### src/design/ibcfd_pkg.sv
// Package for the iBus channel frame decoder.
// Holds the frame constants, the sequencer state type and the checksum control struct.
// No dependencies.
package ibcfd_pkg;

  localparam int unsigned FrameLen  = 32;
  localparam int unsigned AddrW     = 5;
  localparam int unsigned ChanIdxW  = 4;

  localparam logic [7:0]  LenByte   = 8'd32;
  localparam logic [7:0]  CmdByte   = 8'h40;
  localparam logic [15:0] CheckBase = 16'hFFFF;

  // Frame positions with a role of their own
  localparam logic [AddrW-1:0] PosCmd     = 5'd1;
  localparam logic [AddrW-1:0] PosCheckLo = 5'd30;
  localparam logic [AddrW-1:0] PosCheckHi = 5'd31;
  localparam logic [AddrW-1:0] PosChan0   = 5'd2;

  typedef enum logic [2:0] {
    S_IDLE,
    S_RECV,
    S_CHECK,
    S_RD_LO,
    S_RD_HI,
    S_RD_WAIT,
    S_EMIT
  } state_t;

  // Control of the checksum accumulator
  typedef struct packed {
    logic load;     // start a new sum with the length byte
    logic add;      // add a covered byte
    logic keep_lo;  // capture checksum low byte
    logic keep_hi;  // capture checksum high byte
  } acc_ctl_t;

endpackage

### src/design/ibcfd_if.sv
// Stream interfaces of the iBus channel frame decoder: received bytes in, channel results out.
// Depends on ibcfd_pkg for the index width.
interface ibcfd_rx_if;
  logic       valid;
  logic       ready;
  logic [7:0] rx_byte;

  modport source (output valid, output rx_byte, input ready);
  modport sink   (input valid, input rx_byte, output ready);
endinterface

interface ibcfd_res_if;
  logic                             valid;
  logic                             ready;
  logic [ibcfd_pkg::ChanIdxW-1:0]   channel_index;
  logic [15:0]                      channel_value;
  logic                             last_of_frame;
  logic [31:0]                      frames_received;

  modport source (output valid, output channel_index, output channel_value,
                  output last_of_frame, output frames_received, input ready);
  modport sink   (input valid, input channel_index, input channel_value,
                  input last_of_frame, input frames_received, output ready);
endinterface

### src/design/ibus_channel_frame_decoder.sv
// iBus channel frame decoder top level: byte sequencer, frame store and channel emitter.
// Depends on ibcfd_pkg, ibcfd_if, ibcfd_ram and ibcfd_accum.
//
// Takes one received byte per transfer and finds 32-byte iBus channel frames: a length
// byte of 32, a command byte of 0x40, 28 channel bytes and a little-endian checksum.
// While a frame comes in, a byte is taken every cycle and the checksum sum is built as
// it arrives. After the last byte the block stops taking bytes in the check state; a
// good frame then yields NUM_CHANNELS results, each made by two reads of the single
// frame-store read port (low byte, then high byte), a wait state for the registered read
// data and the output register, which holds while the sink is not ready. The input stays
// stalled until the last result of a good frame is taken, or through the check state of a
// bad frame. Bad frames are dropped with no result. The frame store needs no clearing after reset.
module ibus_channel_frame_decoder #(
  parameter int unsigned NUM_CHANNELS = 14
) (
  input  logic        clk,
  input  logic        rst,
  ibcfd_rx_if.sink    rx_ch,
  ibcfd_res_if.source res_ch
);

  localparam int unsigned AW = ibcfd_pkg::AddrW;
  localparam int unsigned CW = ibcfd_pkg::ChanIdxW;
  localparam logic [CW-1:0] LastChan = CW'(NUM_CHANNELS - 1);

  ibcfd_pkg::state_t   state;
  ibcfd_pkg::state_t   state_next;
  ibcfd_pkg::acc_ctl_t acc_ctl;

  logic [AW-1:0] pos;
  logic [CW-1:0] ch;
  logic [7:0]    lo_byte;
  logic [31:0]   frame_count;

  logic [CW-1:0] out_index;
  logic [15:0]   out_value;
  logic          out_last;
  logic [31:0]   out_count;

  logic          rx_fire;
  logic          wr_en;
  logic [AW-1:0] wr_addr;
  logic [AW-1:0] rd_addr;
  logic [AW-1:0] chan_addr;
  logic [7:0]    rd_data;
  logic          match;
  logic          is_len;
  logic          is_cmd;

  assign rx_fire   = rx_ch.valid && rx_ch.ready;
  assign is_len    = (rx_ch.rx_byte == ibcfd_pkg::LenByte);
  assign is_cmd    = (rx_ch.rx_byte == ibcfd_pkg::CmdByte);
  assign chan_addr = {ch, 1'b0} + ibcfd_pkg::PosChan0;

  ibcfd_ram #(
    .WIDTH (8),
    .DEPTH (ibcfd_pkg::FrameLen)
  ) u_store (
    .clk     (clk),
    .wr_en   (wr_en),
    .wr_addr (wr_addr),
    .wr_data (rx_ch.rx_byte),
    .rd_addr (rd_addr),
    .rd_data (rd_data)
  );

  ibcfd_accum u_accum (
    .clk   (clk),
    .ctl   (acc_ctl),
    .data  (rx_ch.rx_byte),
    .match (match)
  );

  // Next state
  always_comb begin
    state_next = state;
    unique case (state)
      ibcfd_pkg::S_IDLE: begin
        if (rx_fire && is_len) state_next = ibcfd_pkg::S_RECV;
      end
      ibcfd_pkg::S_RECV: begin
        if (rx_fire) begin
          if (pos == ibcfd_pkg::PosCmd && !is_cmd) begin
            state_next = ibcfd_pkg::S_IDLE;
          end else if (pos == ibcfd_pkg::PosCheckHi) begin
            state_next = ibcfd_pkg::S_CHECK;
          end
        end
      end
      ibcfd_pkg::S_CHECK:   state_next = match ? ibcfd_pkg::S_RD_LO : ibcfd_pkg::S_IDLE;
      ibcfd_pkg::S_RD_LO:   state_next = ibcfd_pkg::S_RD_HI;
      ibcfd_pkg::S_RD_HI:   state_next = ibcfd_pkg::S_RD_WAIT;
      ibcfd_pkg::S_RD_WAIT: state_next = ibcfd_pkg::S_EMIT;
      ibcfd_pkg::S_EMIT: begin
        if (res_ch.ready) begin
          state_next = out_last ? ibcfd_pkg::S_IDLE : ibcfd_pkg::S_RD_LO;
        end
      end
      default: state_next = ibcfd_pkg::S_IDLE;
    endcase
  end

  // Outputs of the sequencer; ready is high in both receive states, so valid alone
  // marks a transfer there
  always_comb begin
    rx_ch.ready     = 1'b0;
    res_ch.valid    = 1'b0;
    wr_en           = 1'b0;
    wr_addr         = pos;
    rd_addr         = chan_addr;
    acc_ctl         = '0;
    unique case (state)
      ibcfd_pkg::S_IDLE: begin
        rx_ch.ready  = 1'b1;
        wr_addr      = '0;
        wr_en        = rx_ch.valid && is_len;
        acc_ctl.load = rx_ch.valid && is_len;
      end
      ibcfd_pkg::S_RECV: begin
        rx_ch.ready     = 1'b1;
        wr_en           = rx_ch.valid;
        acc_ctl.add     = rx_ch.valid && (pos < ibcfd_pkg::PosCheckLo);
        acc_ctl.keep_lo = rx_ch.valid && (pos == ibcfd_pkg::PosCheckLo);
        acc_ctl.keep_hi = rx_ch.valid && (pos == ibcfd_pkg::PosCheckHi);
      end
      ibcfd_pkg::S_RD_HI: rd_addr = chan_addr + AW'(1);
      ibcfd_pkg::S_EMIT:  res_ch.valid = 1'b1;
      default: ;
    endcase
  end

  // Control registers
  always_ff @(posedge clk) begin
    if (rst) begin
      state       <= ibcfd_pkg::S_IDLE;
      pos         <= '0;
      ch          <= '0;
      frame_count <= '0;
    end else begin
      state <= state_next;
      // Advance the byte position, rewind it whenever a frame ends
      if (state_next == ibcfd_pkg::S_RECV) begin
        if (rx_fire) pos <= pos + AW'(1);
      end else begin
        pos <= '0;
      end
      // Count good frames, walk the channels
      if (state == ibcfd_pkg::S_CHECK && match) begin
        frame_count <= frame_count + 32'd1;
        ch          <= '0;
      end else if (state == ibcfd_pkg::S_EMIT && res_ch.ready) begin
        ch <= ch + CW'(1);
      end
    end
  end

  // Channel assembly and output register
  always_ff @(posedge clk) begin
    if (state == ibcfd_pkg::S_RD_HI) begin
      lo_byte <= rd_data;
    end
    if (state == ibcfd_pkg::S_RD_WAIT) begin
      out_index <= ch;
      out_value <= {rd_data, lo_byte};
      out_last  <= (ch == LastChan);
      out_count <= frame_count;
    end
  end

  assign res_ch.channel_index   = out_index;
  assign res_ch.channel_value   = out_value;
  assign res_ch.last_of_frame   = out_last;
  assign res_ch.frames_received = out_count;

endmodule

### src/design/ibcfd_ram.sv
// Generic single-port-write, single-port-read RAM with registered read data.
// No dependencies.
module ibcfd_ram #(
  parameter int unsigned WIDTH = 8,
  parameter int unsigned DEPTH = 32
) (
  input  logic                     clk,
  input  logic                     wr_en,
  input  logic [$clog2(DEPTH)-1:0] wr_addr,
  input  logic [WIDTH-1:0]         wr_data,
  input  logic [$clog2(DEPTH)-1:0] rd_addr,
  output logic [WIDTH-1:0]         rd_data
);

  logic [WIDTH-1:0] mem [DEPTH];

  // Write port and registered read port
  always_ff @(posedge clk) begin
    if (wr_en) begin
      mem[wr_addr] <= wr_data;
    end
    rd_data <= mem[rd_addr];
  end

endmodule

### src/design/ibcfd_accum.sv
// Checksum accumulator: one shared 16-bit adder summing frame bytes as they arrive.
// Depends on ibcfd_pkg for the control struct and the checksum base.
module ibcfd_accum (
  input  logic                clk,
  input  ibcfd_pkg::acc_ctl_t ctl,
  input  logic [7:0]          data,
  output logic                match
);

  logic [15:0] sum;
  logic [7:0]  check_lo;
  logic [7:0]  check_hi;

  // Accumulate covered bytes, hold the received checksum
  always_ff @(posedge clk) begin
    if (ctl.load) begin
      sum <= {8'd0, data};
    end else if (ctl.add) begin
      sum <= sum + {8'd0, data};
    end
    if (ctl.keep_lo) begin
      check_lo <= data;
    end
    if (ctl.keep_hi) begin
      check_hi <= data;
    end
  end

  // Compare the computed checksum with the received little-endian word
  assign match = ((ibcfd_pkg::CheckBase - sum) == {check_hi, check_lo});

endmodule

### src/flat_wrapper.sv
// flat-port wrapper written by rule: the top's interface ports become plain ports
module ibus_channel_frame_decoder_flat 
#(
  parameter int unsigned NUM_CHANNELS = 14
)
  (clk, rst, rx_ch_valid, rx_ch_rx_byte, rx_ch_ready, res_ch_valid, res_ch_channel_index, res_ch_channel_value, res_ch_last_of_frame, res_ch_frames_received, res_ch_ready);
  ibcfd_rx_if rx_ch_i ();
  ibcfd_res_if res_ch_i ();
  input  logic clk;
  input  logic rst;
  input wire logic [$bits(rx_ch_i.valid)-1:0] rx_ch_valid;
  input wire logic [$bits(rx_ch_i.rx_byte)-1:0] rx_ch_rx_byte;
  output wire logic [$bits(rx_ch_i.ready)-1:0] rx_ch_ready;
  output wire logic [$bits(res_ch_i.valid)-1:0] res_ch_valid;
  output wire logic [$bits(res_ch_i.channel_index)-1:0] res_ch_channel_index;
  output wire logic [$bits(res_ch_i.channel_value)-1:0] res_ch_channel_value;
  output wire logic [$bits(res_ch_i.last_of_frame)-1:0] res_ch_last_of_frame;
  output wire logic [$bits(res_ch_i.frames_received)-1:0] res_ch_frames_received;
  input wire logic [$bits(res_ch_i.ready)-1:0] res_ch_ready;
  assign rx_ch_i.valid = rx_ch_valid;
  assign rx_ch_i.rx_byte = rx_ch_rx_byte;
  assign rx_ch_ready = rx_ch_i.ready;
  assign res_ch_valid = res_ch_i.valid;
  assign res_ch_channel_index = res_ch_i.channel_index;
  assign res_ch_channel_value = res_ch_i.channel_value;
  assign res_ch_last_of_frame = res_ch_i.last_of_frame;
  assign res_ch_frames_received = res_ch_i.frames_received;
  assign res_ch_i.ready = res_ch_ready;
  ibus_channel_frame_decoder #(.NUM_CHANNELS(NUM_CHANNELS)) u_core (.clk(clk), .rst(rst), .rx_ch(rx_ch_i), .res_ch(res_ch_i));
endmodule
### config.mk
export PLATFORM = sky130hd
export DESIGN_NAME = ibus_channel_frame_decoder_flat
export DESIGN_NICKNAME = d
export VERILOG_FILES = /design/src/design/ibcfd_pkg.sv /design/src/design/ibcfd_if.sv /design/src/design/ibus_channel_frame_decoder.sv /design/src/design/ibcfd_ram.sv /design/src/design/ibcfd_accum.sv /design/src/flat_wrapper.sv
export SDC_FILE = /design/constraint.sdc
export NUM_CORES = 1
export LEC_CHECK = 0
export BUFFER_PORTS_ARGS = -buffer_cell sky130_fd_sc_hd__buf_4
export CORE_MARGIN = 2
export CORE_UTILIZATION = 42
export CTS_BUF_LIST = sky130_fd_sc_hd__clkbuf_2
export DETAILED_ROUTE_END_ITERATION = 10
export PLACE_DENSITY = 0.61
export RECOVER_POWER = 25
export SKIP_CTS_REPAIR_TIMING = 1
export SLEW_MARGIN = 20
export SYNTH_ARGS = -nofsm -noshare
export SYNTH_HDL_FRONTEND = slang
export SYNTH_SLANG_ARGS = --single-unit
### constraint.sdc
create_clock -name clk -period 4.4 [get_ports clk]
set_clock_uncertainty 0.15 [all_clocks]
set_input_delay 0.22 -clock clk [delete_from_list [all_inputs] [get_ports clk]]
set_output_delay 0.22 -clock clk [all_outputs]
set_load 0.02 [all_outputs]
Yosys cells after proc, flatten, opt, wreduce, memory -nomap -nowiden
Memory sizes are Yosys's and may differ from the RTL's. A register that Yosys moved wholly into a read port is not among the register bits.
Index checks and enable logic that the tools add are counted.
W data, S select, Z words.
{ "totals": {"ff_bits": 137, "memories": 1, "ram_bits": 256, "in_bits": 12} }
{ "memory_table": {"columns": ["memory", "words", "word_bits", "rd", "rd_ports_with_merged_regs", "write_ports", "line_no", "rtl"], "rows": [
  ["u_core.u_store.mem", 32, 8, 1, 1, 1, "ibcfd_ram.sv:15", "logic [WIDTH-1:0] mem [DEPTH];"]
]} }
{ "classes": {"n_reduce_logical": 15, "n_mux": 19, "n_eq_ne": 14, "magnitude_cmp": 1, "bitwise": 1, "addsub": 7} }
{ "ops": {"columns": ["op", "n"], "rows": [
  ["$add A32 B1 Y32 const B", 1],
  ["$pmux W3 S7", 1],
  ["$mux W3", 6],
  ["$add A16 B8 Y16", 1],
  ["$eq A16 B16 Y1", 1],
  ["$mux W8", 2],
  ["$sub A16 B16 Y16 const A", 1],
  ["$add A5 B1 Y5 const B", 2],
  ["$eq A5 B5 Y1 const B", 2],
  ["$mux W5", 2],
  ["$eq A3 B3 Y1 const B", 3],
  ["$logic_and A1 B1 Y1", 9],
  ["$eq A8 B6 Y1 const B", 1],
  ["$eq A8 B7 Y1 const B", 1],
  ["$eq A3 B1 Y1 const B", 2],
  ["$eq A3 B2 Y1 const B", 2],
  ["$reduce_or A2 Y1", 3],
  ["$add A5 B2 Y5 const B", 1],
  ["$eq A5 B1 Y1 const B", 1],
  ["$lt A5 B5 Y1 const B", 1],
  ["$mux W1", 5],
  ["$add A4 B1 Y4 const B", 1],
  ["$eq A4 B4 Y1 const B", 1],
  ["$mux W2", 2],
  ["other kinds (5)", 5]
]} }

Depth between registers and ports, before layout
Gate-level depths: netlist of run 1.
{ "logic_depth": {"depth_word": 10, "depth_mapped": 9} }

Modules after synthesis
Synthesis of run 1 repeated with hierarchy kept, for this count alone.
{ "unflattened": {"hier_cells": 913, "hier_area_um2": 15970.3} }
{ "modules_own_cells": {"columns": ["mod", "area_per_inst_um2", "cells_per_inst", "seq_area_each_um2", "n_inst"], "rows": [
  ["ibcfd_ram", 10053.4, 417, 7847.5, 1],
  ["ibus_channel_frame_decoder", 4194.0, 345, 2712.6, 1],
  ["ibcfd_accum", 1722.9, 151, 880.8, 1]
]} }

Least setup slack after synthesis of run 1
Ideal clock, no wire load.
{ "synth_path": {"path_type": "reg-to-reg", "from": "reg u_core.state[0]", "to": "mem u_core.u_store.mem[28][0], enable pin", "arrival_ns": 2.106, "period_less_slack_ns": 2.639, "setup_slack_ns": 1.761, "setup_time_ns": 0.383, "path_stages_with_launch": 7, "path_cell_list": "dfxtp_1 buf_6 or3_1 buf_2 nor4_4 o21ai_1 nor3_1"} }
{ "synth_via": {"elab_chain_cells": 4} }
{ "synth_rtl": {"columns": ["element", "line_no", "rtl"], "rows": [
  ["start: declaration", "ibus_channel_frame_decoder.sv:26", "ibcfd_pkg::state_t state;"],
  ["start signal: assignment", "ibus_channel_frame_decoder.sv:135", "state <= ibcfd_pkg::S_IDLE;"],
  ["start signal: assignment", "ibus_channel_frame_decoder.sv:140", "state <= state_next;"],
  ["$eq A3 B1 Y1 / $logic_not A3 Y1 (equally long branches)", "ibus_channel_frame_decoder.sv:112", "unique case (state)"],
  ["$pmux W1 S2", "ibus_channel_frame_decoder.sv:112", null],
  ["$mux W1", "ibcfd_ram.sv:19", "if (wr_en) begin"],
  ["$mux W1 (implied by the code)", "ibcfd_ram.sv:20", "mem[wr_addr] <= wr_data;"],
  ["end: declaration", "ibcfd_ram.sv:15", null]
]} }
Several ways; a longest one is shown, not always the timed one.

Worst setup path in the final report of run 1
{ "layout_path": {"from": "in rx_ch_rx_byte[0]", "to": "reg u_core.u_accum.sum[14]"} }
{ "layout_via": {"elab_chain_cells": 3} }
{ "layout_rtl": {"columns": ["element", "line_no", "rtl"], "rows": [
  ["start: declaration", "flat_wrapper.sv:12", "input wire logic [$bits(rx_ch_i.rx_byte)-1:0] rx_ch_rx_byte;"],
  ["parallel branches: the longest is 3 deep, another holds $add A16 B8 Y16", null, null],
  ["end signal: assignment", "ibcfd_accum.sv:17", "sum <= {8'd0, data};"],
  ["end signal: assignment", "ibcfd_accum.sv:19", "sum <= sum + {8'd0, data};"],
  ["end: declaration", "ibcfd_accum.sv:10", "logic [15:0] sum;"]
]} }
Parallel ways; which one is timed is not known.
A chain may end at the register's enable or synchronous reset.

==> results of run 1 <==
==> worst min-delay path by stage <==
stage | start | end
6_report | rst | u_core.frame_count[11]
2_1_floorplan | rx_ch_rx_byte[0] | u_core.u_accum.check_hi[0]
3_3_place_gp | u_core.lo_byte[2] | u_core.res_ch.channel_value[2]
5_1_grt | rst | u_core.frame_count[2]
3_5_place_dp | u_core.lo_byte[7] | u_core.res_ch.channel_value[7]
4_1_cts | res_ch_ready | u_core.state[2]
==> worst max-delay path: stages <==
cell and delay (ns):
dlygate4sd3_1 0.52, clkbuf_1 1.17, ha_1 0.37, inv_1 0.06, fa_1 0.38, nor2b_1 0.15, o21ai_0 0.13, a21oi_1 0.36
o21ai_0 0.19, or3_1 0.36, a21oi_1 0.13
==> where the power goes <==
part / switching, mW / internal (mW) / total [mW]
Sequential: 0.00167 / 4.11 / 4.11
Clock: 1.41 / 1.03 / 2.44
Combinational: 0.0753 / 0.0252 / 0.100
==> sequential cells by signal, summed over array words and instances, names as in the netlist <==
name and cells:
u_core.ch 4, u_core.frame_count 32, u_core.lo_byte 8, u_core.pos 5, u_core.res_ch.channel_index 4, u_core.res_ch.channel_value 16
u_core.res_ch.frames_received 32, u_core.res_ch.last_of_frame 1, u_core.state 3, u_core.u_accum.check_hi 8, u_core.u_accum.check_lo 8, u_core.u_accum.sum 16
u_core.u_store.mem 256, u_core.u_store.rd_data 8
==> per-layer routing <==
metal  vias to the layer above  share of wire  wire length [um]  global-route usage
met5                         -              0                 0                   0
met4                         0          0.017               565              0.0640
met1                      4389           0.45             14900               0.238
li1                       4051              -                 -                   -
met3                        50          0.063              2090              0.0409
met2                       265           0.47             15500               0.271
==> layout by cell type, fill, tap and decap left out, types with 15 or more instances in the layout <==
cell type,count
nand4_1,18
ha_1,15
a21oi_1,33
xor2_1,35
a221oi_1,18
clkbuf_2,141
edfxtp_1,341
mux4_2,68
o21ai_0,25
nor2_1,71
nand2_1,20
dfxtp_1,59
buf_4,73
or3_1,21
nand3_1,19
==> metrics by stage <==
step           hold WS, ns   util  power, mW
2_1_floorplan        0.169      -       4.23
3_3_place_gp         0.253  0.452       4.28
3_5_place_dp         0.255  0.452       4.29
4_1_cts             -0.617  0.476       6.74
5_1_grt             0.0291  0.479       6.94
6_report             0.105  0.479       6.65
==> final cells by class <==
class,instances,area share
Timing Repair Buffer,95,0.0407
Multi-Input combinational cell,468,0.231
Sequential cell,401,0.639
Antenna cell,1,0.000140
Clock buffer,141,0.0394
Clock inverter,26,0.0109
Tap cell,511,0.0357
Inverter,14,0.00293
==> cell families after synthesis <==
family,after synthesis,share of synthesized area
xor+xnor,44,0.0243
buf+inv,54,0.0157
compound gates,107,0.0440
mux,84,0.107
fa+ha+maj,16,0.0131
flops,401,0.723
simple gates,217,0.0730
==> summary.md, run 1 <==
| Metric | Value |
|---|---|
| DRT antenna net count | 0 |
| FF-to-FF path depth | 6 |
| Synth top area cells | edfxtp_1 (65%), mux4_2 (9.7%), dfxtp_1 (7.6%) |
| Final std cells w/o fill | 1657 |
| WHS Path Cells | 3 |
| Die area | about 0.039 sq mm |
| Setup CP Type | in2reg |
| Core area | 0.0374 sq mm |
| CTS Sinks | 401 |
| Final setup violation count | 0 |
| Cell taking the most area after synthesis | edfxtp_1 |
| Starting Density | 0.423 |
| Asr flop ratio synth | 0 |
| HPWL Detailed | ~20000 um |
| Synth Net Count | roughly 950 |
| Io pins | 67 |
| Setup crit end kind | flip-flop |
| Yosys cell types | 55 |
| Rows | 71 |
| Placer Congestion | about 0.75 |
| R2r startpoint | u_core.state[2] |
| Worst skew pair latency | roughly 0.95 ns |
| Root buffer cell | clkbuf_2 |
| Vias in the first global route | between 8000 and 9000 |
| Worst Hold Class | in2reg |
| Depth of the CTS H-tree | 3 |
| Die W | 198 um |
| Critical Path Source Type | input pin |
| Final hold vios | 0 |
| IO Port Bufs | between 60 and 70 |
| Max VDD drop | 0.000183 V |
| Iteration-0 DRC Markers | roughly 570 |
| Syn_area_per_cell | ~17 sq um |
| Failing checks | max-capacitance violations, max-slew violations |
| Max Cap Viol | 8 |
| Pre-CTS setup slack | ~1.1 ns |
| Initial antenna violation count | 1 |
| CTS clk-pin slew, worst paths | around 0.10 ns |
| DRC | 0 |
| Final Max Tran Viols | 300 |
| Clk buf depth | 3 |
| R2r endpoint | u_core.u_store.rd_data[5] |
| Tot GR Track Use | 0.174 |
| Crit share post-route | 0.772 |
| Seq/Total Area, Yosys | 0.723 |
| Final min period | about 3.4 ns |
| Placed Cells | 1476 |
| WP data arrival | just over 4 ns |
| Share of layout cells above drive strength 1 | 0.271 |
| Crit path from | rx_ch_rx_byte[0] |
| CP Max Fanout | 36 |
| Vias per Instance | ~5.3 |
| Max-slew headroom | -0.333 |
| Placed cell area | roughly 0.017 sq mm |
| Layout net count | around 1100 |
| First-pass GRT wire length | between 50000 and 60000 um |
| Area Overhead vs Synth | 13.1% |
| Setup_tns | 0 ns |
| Area of the multi-input gates | 0.00414 sq mm |
| Req. time, crit path | between 5 and 6 ns |
| Static Leakage | about 6.0 nW |
| Grt ovf | 0 |
| Chip Height | ~200 um |
| Most frequent cells after synthesis | edfxtp_1 (341), nor2_1 (71), mux4_2 (68) |
| CTS tree | done |
| Filler cells | ~3200 |
| Flop-to-flop setup slack | between 1 and 1.5 ns |
| Cts bufs inserted | 97 |
| Setup crit end | u_core.u_accum.sum[14] |
| Synth Warn # | 0 |
| P per Cell Area | between 300 and 400 mW/mm^2 |
| Status | complete, but fails checks |
| EDFF count, synth | ~340 |
| Setup slack after layout | around 1.0 ns |
| Mapped Cells | 923 |
| Synth Cell Area | about 0.016 sq mm |
| RSZ-0062 raised after global routing | no |
| Routed wire per std cell | 20.0 um |
| Top-count cell post-synth | edfxtp_1 |
| Top cell type's share of synthesized area | 0.647 |
| First-pass iteration count of the detailed router | 5 |
| Largest net degree at the start of global routing | 67 |
| Total length of routed wires | approximately 33000 um |
| Storage element area | around 0.011 sq mm |
| Slew @ Worst Pin | roughly 2.0 ns |
| Cell area after layout | ~0.018 sq mm |
| Synth Register Bits | roughly 400 |
| Via Count | approximately 8800 |
| Max frequency | between 200 and 300 MHz |
| Most used flip-flop cell after synthesis | edfxtp_1 |
No activity file was read; power rests on OpenSTA's default activity.
==> run 2: changes to the inputs <==
--- a/config.mk
+++ b/config.mk
@@ -5,12 +5,13 @@
 export SDC_FILE = /design/constraint.sdc
 export NUM_CORES = 1
 export LEC_CHECK = 0
+export ABC_AREA = 1
 export BUFFER_PORTS_ARGS = -buffer_cell sky130_fd_sc_hd__buf_4
 export CORE_MARGIN = 2
 export CORE_UTILIZATION = 42
 export CTS_BUF_LIST = sky130_fd_sc_hd__clkbuf_2
 export DETAILED_ROUTE_END_ITERATION = 10
-export PLACE_DENSITY = 0.61
+export PLACE_DENSITY = 0.63
 export RECOVER_POWER = 25
 export SKIP_CTS_REPAIR_TIMING = 1
 export SLEW_MARGIN = 20
==> constraint.sdc (replaced) <==
create_clock -name clk -period 3 [get_ports clk]
set_clock_uncertainty 0.15 [all_clocks]
set_input_delay 0.15 -clock clk [delete_from_list [all_inputs] [get_ports clk]]
set_output_delay 0.15 -clock clk [all_outputs]
set_load 0.02 [all_outputs]
==> run 2 against run 1 <==
The run still ends with max-capacitance violations, max-slew violations left; via count up 39%; cell count is 43% higher; first-iteration DRC count rose by 100%; critical endpoint is now u_core.pos[0]; highest routed layer unchanged.
==> summary.md, run 2 <==
| Metric | Value |
|---|---|
| Grt ovf | 0 (unchanged) |
| DRC | 0 (unchanged) |
| Rows | 74 (was 71) |
| Largest net degree at the start of global routing | 130 (was 67) |
| Most frequent cells in the layout | edfxtp_1 (341), nand2_1 (228), nor2_1 (173) (was edfxtp_1 (341), clkbuf_2 (141), buf_4 (73)) |
| Max frequency | 367 MHz |
| Req. time, crit path | 3.79 ns (was 5.08 ns) |
| Clk buf depth | 3 (unchanged) |
| HPWL Detailed | 25400 um (was 20600 um) |
| Slowest stage delay, CP | 0.57 ns (was 1.17 ns) |
| Critical Path Source Type | flip-flop (was input pin) |
| Slew @ Worst Pin | 2.03 ns (was 2.00 ns) |
| Starting Density | 0.425 (was 0.423) |
| Commonest non-fill, non-tap cell in the layout | edfxtp_1 (unchanged) |
| CTS Sinks | 401 (unchanged) |
| Failing checks | max-capacitance violations, max-slew violations (unchanged) |
| FF-to-FF path depth | 10 (was 6) |
| Final Max Tran Viols | 99 (was 300) |
| Total length of routed wires | 41600 um (was 33100 um) |
| Routed wire per std cell | 17.6 um (was 20.0 um) |
| Largest family of logic cells by synthesized area | simple AND/OR/NAND/NOR gates (was multiplexers) |
| Syn_area_per_cell | 10.9 sq um (was 17.2 sq um) |
| Synth top area cells | edfxtp_1 (59%), dfxtp_1 (6.9%), nand2_1 (4.9%) (was edfxtp_1 (65%), mux4_2 (9.7%), dfxtp_1 (7.6%)) |
| Root buffer cell | clkbuf_2 (unchanged) |
| Critical path, cell by cell | inv_1, nand3_1, nor2_1, inv_1, o21ai_0, nor2_1, nand3_1, nand2_2, nor3_1, dlygate4sd3_1 (was dlygate4sd3_1, clkbuf_1, ha_1, inv_1, fa_1, nor2b_1, o21ai_0, a21oi_1, o21ai_0, or3_1, a21oi_1) |
| Synth Cell Area | 0.0173 sq mm (was 0.0158 sq mm) |
| Cell taking the most area after synthesis | edfxtp_1 (unchanged) |
| Vias per Instance | 5.15 (was 5.28) |
| CP top delay family | buffers and inverters (unchanged) |
| Mux contribution to synthesized area | 0 (was 0.107) |
| Most frequent cells after synthesis | edfxtp_1 (341), nand2_1 (228), nor2_1 (173) (was edfxtp_1 (341), nor2_1 (71), mux4_2 (68)) |
| Synth Net Count | 1620 (was 951) |
| Final min period | around 2.7 ns |
| Worst path depth | 10 (was 11) |
| Setup CP Type | reg2reg (was in2reg) |
| Die W | 207 um (was 198 um) |
| Setup_tns | 0 ns (unchanged) |
| P per Cell Area | 500 mW/mm^2 (was 371 mW/mm^2) |
| Iteration-0 DRC Markers | 1139 (was 567) |
| Placed Cells | 2166 (was 1476) |
| EDFF count, synth | 341 (unchanged) |
| Core area | 0.0407 sq mm (was 0.0374 sq mm) |
| Initial antenna violation count | 1 (unchanged) |
| First-pass GRT wire length | 64500 um (was 50900 um) |
| Crit-path slowest cell | dlygate4sd3_1 (was clkbuf_1) |
| Biggest register | u_core.u_store.mem (unchanged) |
| Synth Register Bits | 401 (unchanged) |
| Chip Height | 207 um (was 198 um) |
| Via Count | 12200 (was 8755) |
| Cts bufs inserted | 99 (was 97) |
| Max-slew headroom | -0.351 (was -0.333) |
| Mapped Cells | 1592 (was 923) |
| Final setup violation count | 0 (unchanged) |
| CTS tree | done (unchanged) |
| Top cell type's share of synthesized area | 0.591 (was 0.647) |
| CTS clk-pin slew, worst paths | 0.11 ns (was 0.10 ns) |
| Io pins | 67 (unchanged) |
| Synth Area in Compound Gates | 0.105 (was 0.0440) |
| Share of layout cells above drive strength 1 | 0.160 (was 0.271) |
| WP data arrival | 3.52 ns (was 4.08 ns) |
| Max VDD drop | 0.000225 V (was 0.000183 V) |
| Static Leakage | 7.21 nW (was 5.96 nW) |
| Status | complete, but fails checks (unchanged) |
| Final std cells w/o fill | 2366 (was 1657) |
| Total power | 9.75 mW (was 6.65 mW) |
| WHS Path Cells | 5 (was 3) |
| Vias in the first global route | 11700 (was 8747) |
| Placer Congestion | 0.900 (was 0.746) |
| Worst skew pair latency | 1.04 ns (was 0.95 ns) |
| Final hold vios | 0 (unchanged) |
| Synth Warn # | 0 (unchanged) |
| First-pass iteration count of the detailed router | 5 (unchanged) |
| Worst Hold Class | in2reg (unchanged) |
| Most used flip-flop cell after synthesis | edfxtp_1 (unchanged) |
| Hold_ws | 0.0489 ns (was 0.105 ns) |
| RSZ-0062 raised after global routing | no (unchanged) |
| Yosys cell types | 44 (was 55) |
| Asr flop ratio synth | 0 (unchanged) |
| Depth of the CTS H-tree | 3 (unchanged) |
| Top-count cell post-synth | edfxtp_1 (unchanged) |
| DRT antenna net count | 0 (unchanged) |
| IO Port Bufs | 66 (unchanged) |
| Tot GR Track Use | 0.191 (was 0.174) |
| Setup crit end kind | flip-flop (unchanged) |
| Seq/Total Area, Yosys | 0.661 (was 0.723) |
| Area Overhead vs Synth | 12.6% (was 13.1%) |
| Crit share post-route | 0.909 |
| Die area | 0.0429 sq mm (was 0.0393 sq mm) |
| Synth Area in Simple Gates | 0.147 (was 0.0730) |
| Max reg flops | 256 (unchanged) |
| Max Cap Viol | 3 (was 8) |
| Layout net count | 1785 (was 1105) |
| XOR/XNOR Fraction of Synth Area | 0.0146 (was 0.0243) |
| Adder-cell share of the synthesized area | 0.0120 (was 0.0131) |
| Worst path buffer plus inverter count | 3 (unchanged) |
| CP Max Fanout | 7 (was 36) |
[run 2: changes by cell type in the layout (fill, tap and decap cells not counted), moves of 53 or more]
cell      previous run  this run
nand2_1             20       228
inv_1               14       164
o21ai_0             25       137
nor2_1              71       173
a21oi_1             33       113
nand3_1             19        98
mux4_2              68         0
o211ai_1             3        56
[run 2: cell families after synthesis]
group	count (synthesis)
AO/OA/AOI/OAI	331
flip-flops	401
adder cells (fa/ha/maj)	16
buffers and inverters	238
XOR/XNOR	28
AND/OR/NAND/NOR	578
[run 2: cell type report]
class                           count  area (sq um)
Tap cell                          532           666
Multi-Input combinational cell    953          4850
Clock buffer                      145           726
Inverter                          174           658
Antenna cell                        1          2.50
Sequential cell                   401         11400
Timing Repair Buffer              128          1010
Fill cell                        3765         21200
Clock inverter                     32           145
[run 2: power breakdown]
part / total [mW] / switching [mW] / leakage [nW] / internal, mW
clock: 3.51 / 2.20 / 0.683 / 1.31
sequential: 6.03 / 0.00686 / 3.54 / 6.02
combinational: 0.207 / 0.153 / 2.99 / 0.0541
total: 9.75 / 2.36 / 7.21 / 7.39
[run 2: path summary, 6_finish.rpt]
path | from | slack, ns | end
worst min register to register | u_core.lo_byte[5] | 0.28 | u_core.res_ch.channel_value[5]
worst max-delay path | u_core.state[0] | 0.27 | u_core.pos[0]
worst min-delay path | res_ch_ready | 0.05 | u_core.state[2]
worst max register to register | u_core.state[0] | 0.27 | u_core.pos[0]
[run 2: stage by stage]
step	instance area, sq um	utilization	setup slack [ns]
after global routing	19500	0.479	0.0948
after floorplan	17300	-	0.384
after detailed placement	18400	0.453	0.470
final	19500	0.479	0.272
after global placement	18400	0.453	0.552
after CTS	19300	0.474	0.442
[run 2: layer usage]
layer  GRT usage  vias to the layer above  routed length (um)
li1            -                     5931                   -
met2       0.298                      439               19400
met4      0.0746                        0                 914
met3      0.0397                       70                2980
met5           0                        -                   0
met1       0.263                     5738               18300
[run 2: worst register-to-register path, stage by stage (launching register included)]
cell           delay, ns
dfxtp_1             0.41
inv_1               0.16
nand3_1             0.12
nor2_1              0.27
inv_1               0.18
o21ai_0             0.37
nor2_1              0.08
nand3_1             0.10
nand2_2             0.11
nor3_1              0.15
dlygate4sd3_1       0.57
==> run 3: changes to the inputs <==
==> constraint.sdc (replaced) <==
create_clock -name clk -period 3 [get_ports clk]
set_clock_uncertainty 0.15 [all_clocks]
set_input_delay 0.9 -clock clk [delete_from_list [all_inputs] [get_ports clk]]
set_output_delay 0.9 -clock clk [all_outputs]
set_load 0.02 [all_outputs]
==> run 3 against run 2 <==
The run still ends with max-capacitance violations, max-slew violations left; fmax fell by 5.0%; power fell by 0.61%; critical path depth fell by 6; sequential share of layout area barely moved; via count fell by 0.16%; sequential cell count did not move; worst hold slack improved by 0.10 ns; register-to-register slack improved by 0.17 ns; cell area barely moved; clock power barely moved; core utilization barely moved; combinational power fell by 9%; highest routed layer unchanged.
==> summary.md, run 3 (synthesized netlist as in run 2, its figures left out) <==
| Metric | Value |
|---|---|
| Combinational Power Share | 0.019 (was 0.021) |
| Total length of routed wires | 41500 um (was 41600 um) |
| WP data arrival | 1.82 ns (was 3.52 ns) |
| Rows | 74 (unchanged) |
| CTS clk-pin slew, worst paths | 0.11 ns (about the same) |
| Final Core Density | 0.479 (about the same) |
| Cell area after layout | 0.0195 sq mm (about the same) |
| Slew @ Worst Pin | 2.11 ns (was 2.03 ns) |
| HPWL Detailed | 27200 um (was 25400 um) |
| Io pins | 67 (unchanged) |
| First-pass iteration count of the detailed router | 6 (was 5) |
| Final std cells w/o fill | 2367 (was 2366) |
| P per Cell Area | 497 mW/mm^2 (was 500 mW/mm^2) |
| Vias per Instance | 5.14 (was 5.15) |
| CTS Sinks | 401 (unchanged) |
| Iteration-0 DRC Markers | 1044 (was 1139) |
| Vias in the first global route | 11800 (was 11700) |
| Placer Congestion | 0.884 (was 0.900) |
| Max-slew headroom | -0.405 (was -0.351) |
| IO Port Bufs | 66 (unchanged) |
| CP Max Fanout | 6 (was 7) |
| Crit-path slowest cell | dfxtp_4 (was dlygate4sd3_1) |
| Filler cells | 3774 (was 3765) |
| Final hold vios | 0 (unchanged) |
| Clk buf depth | 3 (unchanged) |
| Tot GR Track Use | 0.194 (was 0.191) |
| Chip Height | 207 um (unchanged) |
| Critical Path Source Type | flip-flop (unchanged) |
| Flop pwr share | 0.622 (was 0.618) |
| Clock network fraction of total power | 0.359 (was 0.360) |
| Failing checks | max-capacitance violations, max-slew violations (unchanged) |
| Setup crit end kind | primary output (was flip-flop) |
| Cts bufs inserted | 101 (was 99) |
| First-pass GRT wire length | 65100 um (was 64500 um) |
| Core area | 0.0407 sq mm (unchanged) |
| RSZ-0062 raised after global routing | no (unchanged) |
| DRC | 0 (unchanged) |
| Commonest non-fill, non-tap cell in the layout | edfxtp_1 (unchanged) |
| Placed Cells | 2181 (was 2166) |
| Total power | 9.69 mW (was 9.75 mW) |
| Max Cap Viol | 3 (unchanged) |
| CTS tree | done (unchanged) |
| Static Leakage | 7.23 nW (was 7.21 nW) |
| Layout net count | 1785 (unchanged) |
| Grt ovf | 0 (unchanged) |
| Biggest register | u_core.u_store.mem (unchanged) |
| Initial antenna violation count | 1 (unchanged) |
| Final setup violation count | 0 (unchanged) |
| Req. time, crit path | 1.95 ns (was 3.79 ns) |
| Die area | 0.0429 sq mm (unchanged) |
| Most frequent cells in the layout | edfxtp_1 (341), nand2_1 (228), nor2_1 (173) (unchanged) |
| Die W | 207 um (unchanged) |
| Setup CP Type | reg2out (was reg2reg) |
| Share of layout cells above drive strength 1 | 0.173 (was 0.160) |
| Internal cell power | 7.40 mW (was 7.39 mW) |
| Setup slack after layout | 0.128 ns (was 0.272 ns) |
| Area Overhead vs Synth | 12.7% (was 12.6%) |
| Max VDD drop | 0.000231 V (was 0.000225 V) |
| Critical path, cell by cell | nor2_4, nand2_4, nand2_4, buf_6 (was inv_1, nand3_1, nor2_1, inv_1, o21ai_0, nor2_1, nand3_1, nand2_2, nor3_1, dlygate4sd3_1) |
| Root buffer cell | clkbuf_2 (unchanged) |
| Largest net degree at the start of global routing | 116 (was 130) |
| CP dominant cell by count | nand2_4 |
| Worst skew pair latency | 0.99 ns (was 1.04 ns) |
| Routed wire per std cell | 17.5 um (was 17.6 um) |
| Status | complete, but fails checks (unchanged) |
| DRT antenna net count | 0 (unchanged) |
| Worst path buffer plus inverter count | 1 (was 3) |
| CP top delay family | flip-flops (was buffers and inverters) |
| Placed cell area | 0.0186 sq mm (was 0.0184 sq mm) |
| P_sw | 2.29 mW (was 2.36 mW) |
| Final min period | 2.87 ns (was 2.73 ns) |
| Crit share post-route | 0.957 (was 0.909) |
| Worst Hold Class | in2reg (unchanged) |
| Max frequency | 348 MHz (was 367 MHz) |
| Final Max Tran Viols | 97 (was 99) |
| Slowest stage delay, CP | 0.39 ns (was 0.57 ns) |
| Depth of the CTS H-tree | 3 (unchanged) |
| Max reg flops | 256 (unchanged) |
| Via Count | 12200 (about the same) |
| Switching share of total power | 0.237 (was 0.242) |
| Pre-CTS setup slack | 0.196 ns (was 0.470 ns) |
| Starting Density | 0.425 (unchanged) |
==> run 3: cell types whose count changed in the layout (fill, tap and decap cells not counted), sizes merged <==
cell / delta
clkinvlp: +1
buf: +16
inv: -3
clkbuf: +4
dlygate4sd3: -17
==> run 3: worst paths after layout <==
path                          start                              to  slack [ns]  depth (start not counted)
setup / recovery    u_core.state[0]                     rx_ch_ready        0.13                          4
setup reg to reg       u_core.ch[1]       u_core.u_store.rd_data[3]        0.44                          7
hold / removal         res_ch_ready                    u_core.ch[1]        0.15                          5
hold reg to reg   u_core.lo_byte[0]  u_core.res_ch.channel_value[0]        0.26                          0
==> run 3: power groups by stage <==
stage	sequential [mW]	clock [mW]	combinational [mW]
after detailed placement	6.15	0	0.189
after floorplan	6.15	0	0.0653
final	6.03	3.48	0.188
after CTS	6.03	3.62	0.189
after global placement	6.15	0	0.186
after global routing	6.03	3.90	0.205
==> run 3: routing by layer <==
| metal | share of wire | routed length (um) | vias to the layer above | track usage |
|---|---|---|---|---|
| li1 | - | - | 5924 | - |
| met1 | 0.43 | 18000 | 5705 | 0.258 |
| met2 | 0.47 | 19500 | 462 | 0.310 |
| met3 | 0.071 | 2970 | 68 | 0.0417 |
| met4 | 0.024 | 1010 | 0 | 0.0776 |
| met5 | 0 | 0 | - | 0 |
==> run 3: area by class of cell <==
| type | instances | area, sq um | area share |
|---|---|---|---|
| antenna | 1 | 2.50 | 0.000128 |
| timing repair buffer | 126 | 977 | 0.0501 |
| sequential | 401 | 11400 | 0.587 |
| inverter | 174 | 661 | 0.0339 |
| tap | 532 | 666 | 0.0341 |
| clock buffer | 150 | 751 | 0.0385 |
| multi-input combinational | 953 | 4880 | 0.250 |
| clock inverter | 30 | 129 | 0.00660 |
==> run 3: metrics by stage <==
step | hold WS [ns] | TNS (ns)
after detailed placement | 0.255 | 0
after CTS | -0.142 | -0.515
after global placement | 0.252 | 0
after floorplan | 0.250 | 0
after global routing | 0.0511 | 0
final | 0.153 | 0
==> run 3: worst register-to-register path, delay by kind of cell, from the launching register on <==
kind	cells	cell delay, ns
fa+ha+maj	1	0.23
simple gates	4	0.50
xor+xnor	1	0.71
buf+inv	1	0.50
flops	1	0.38
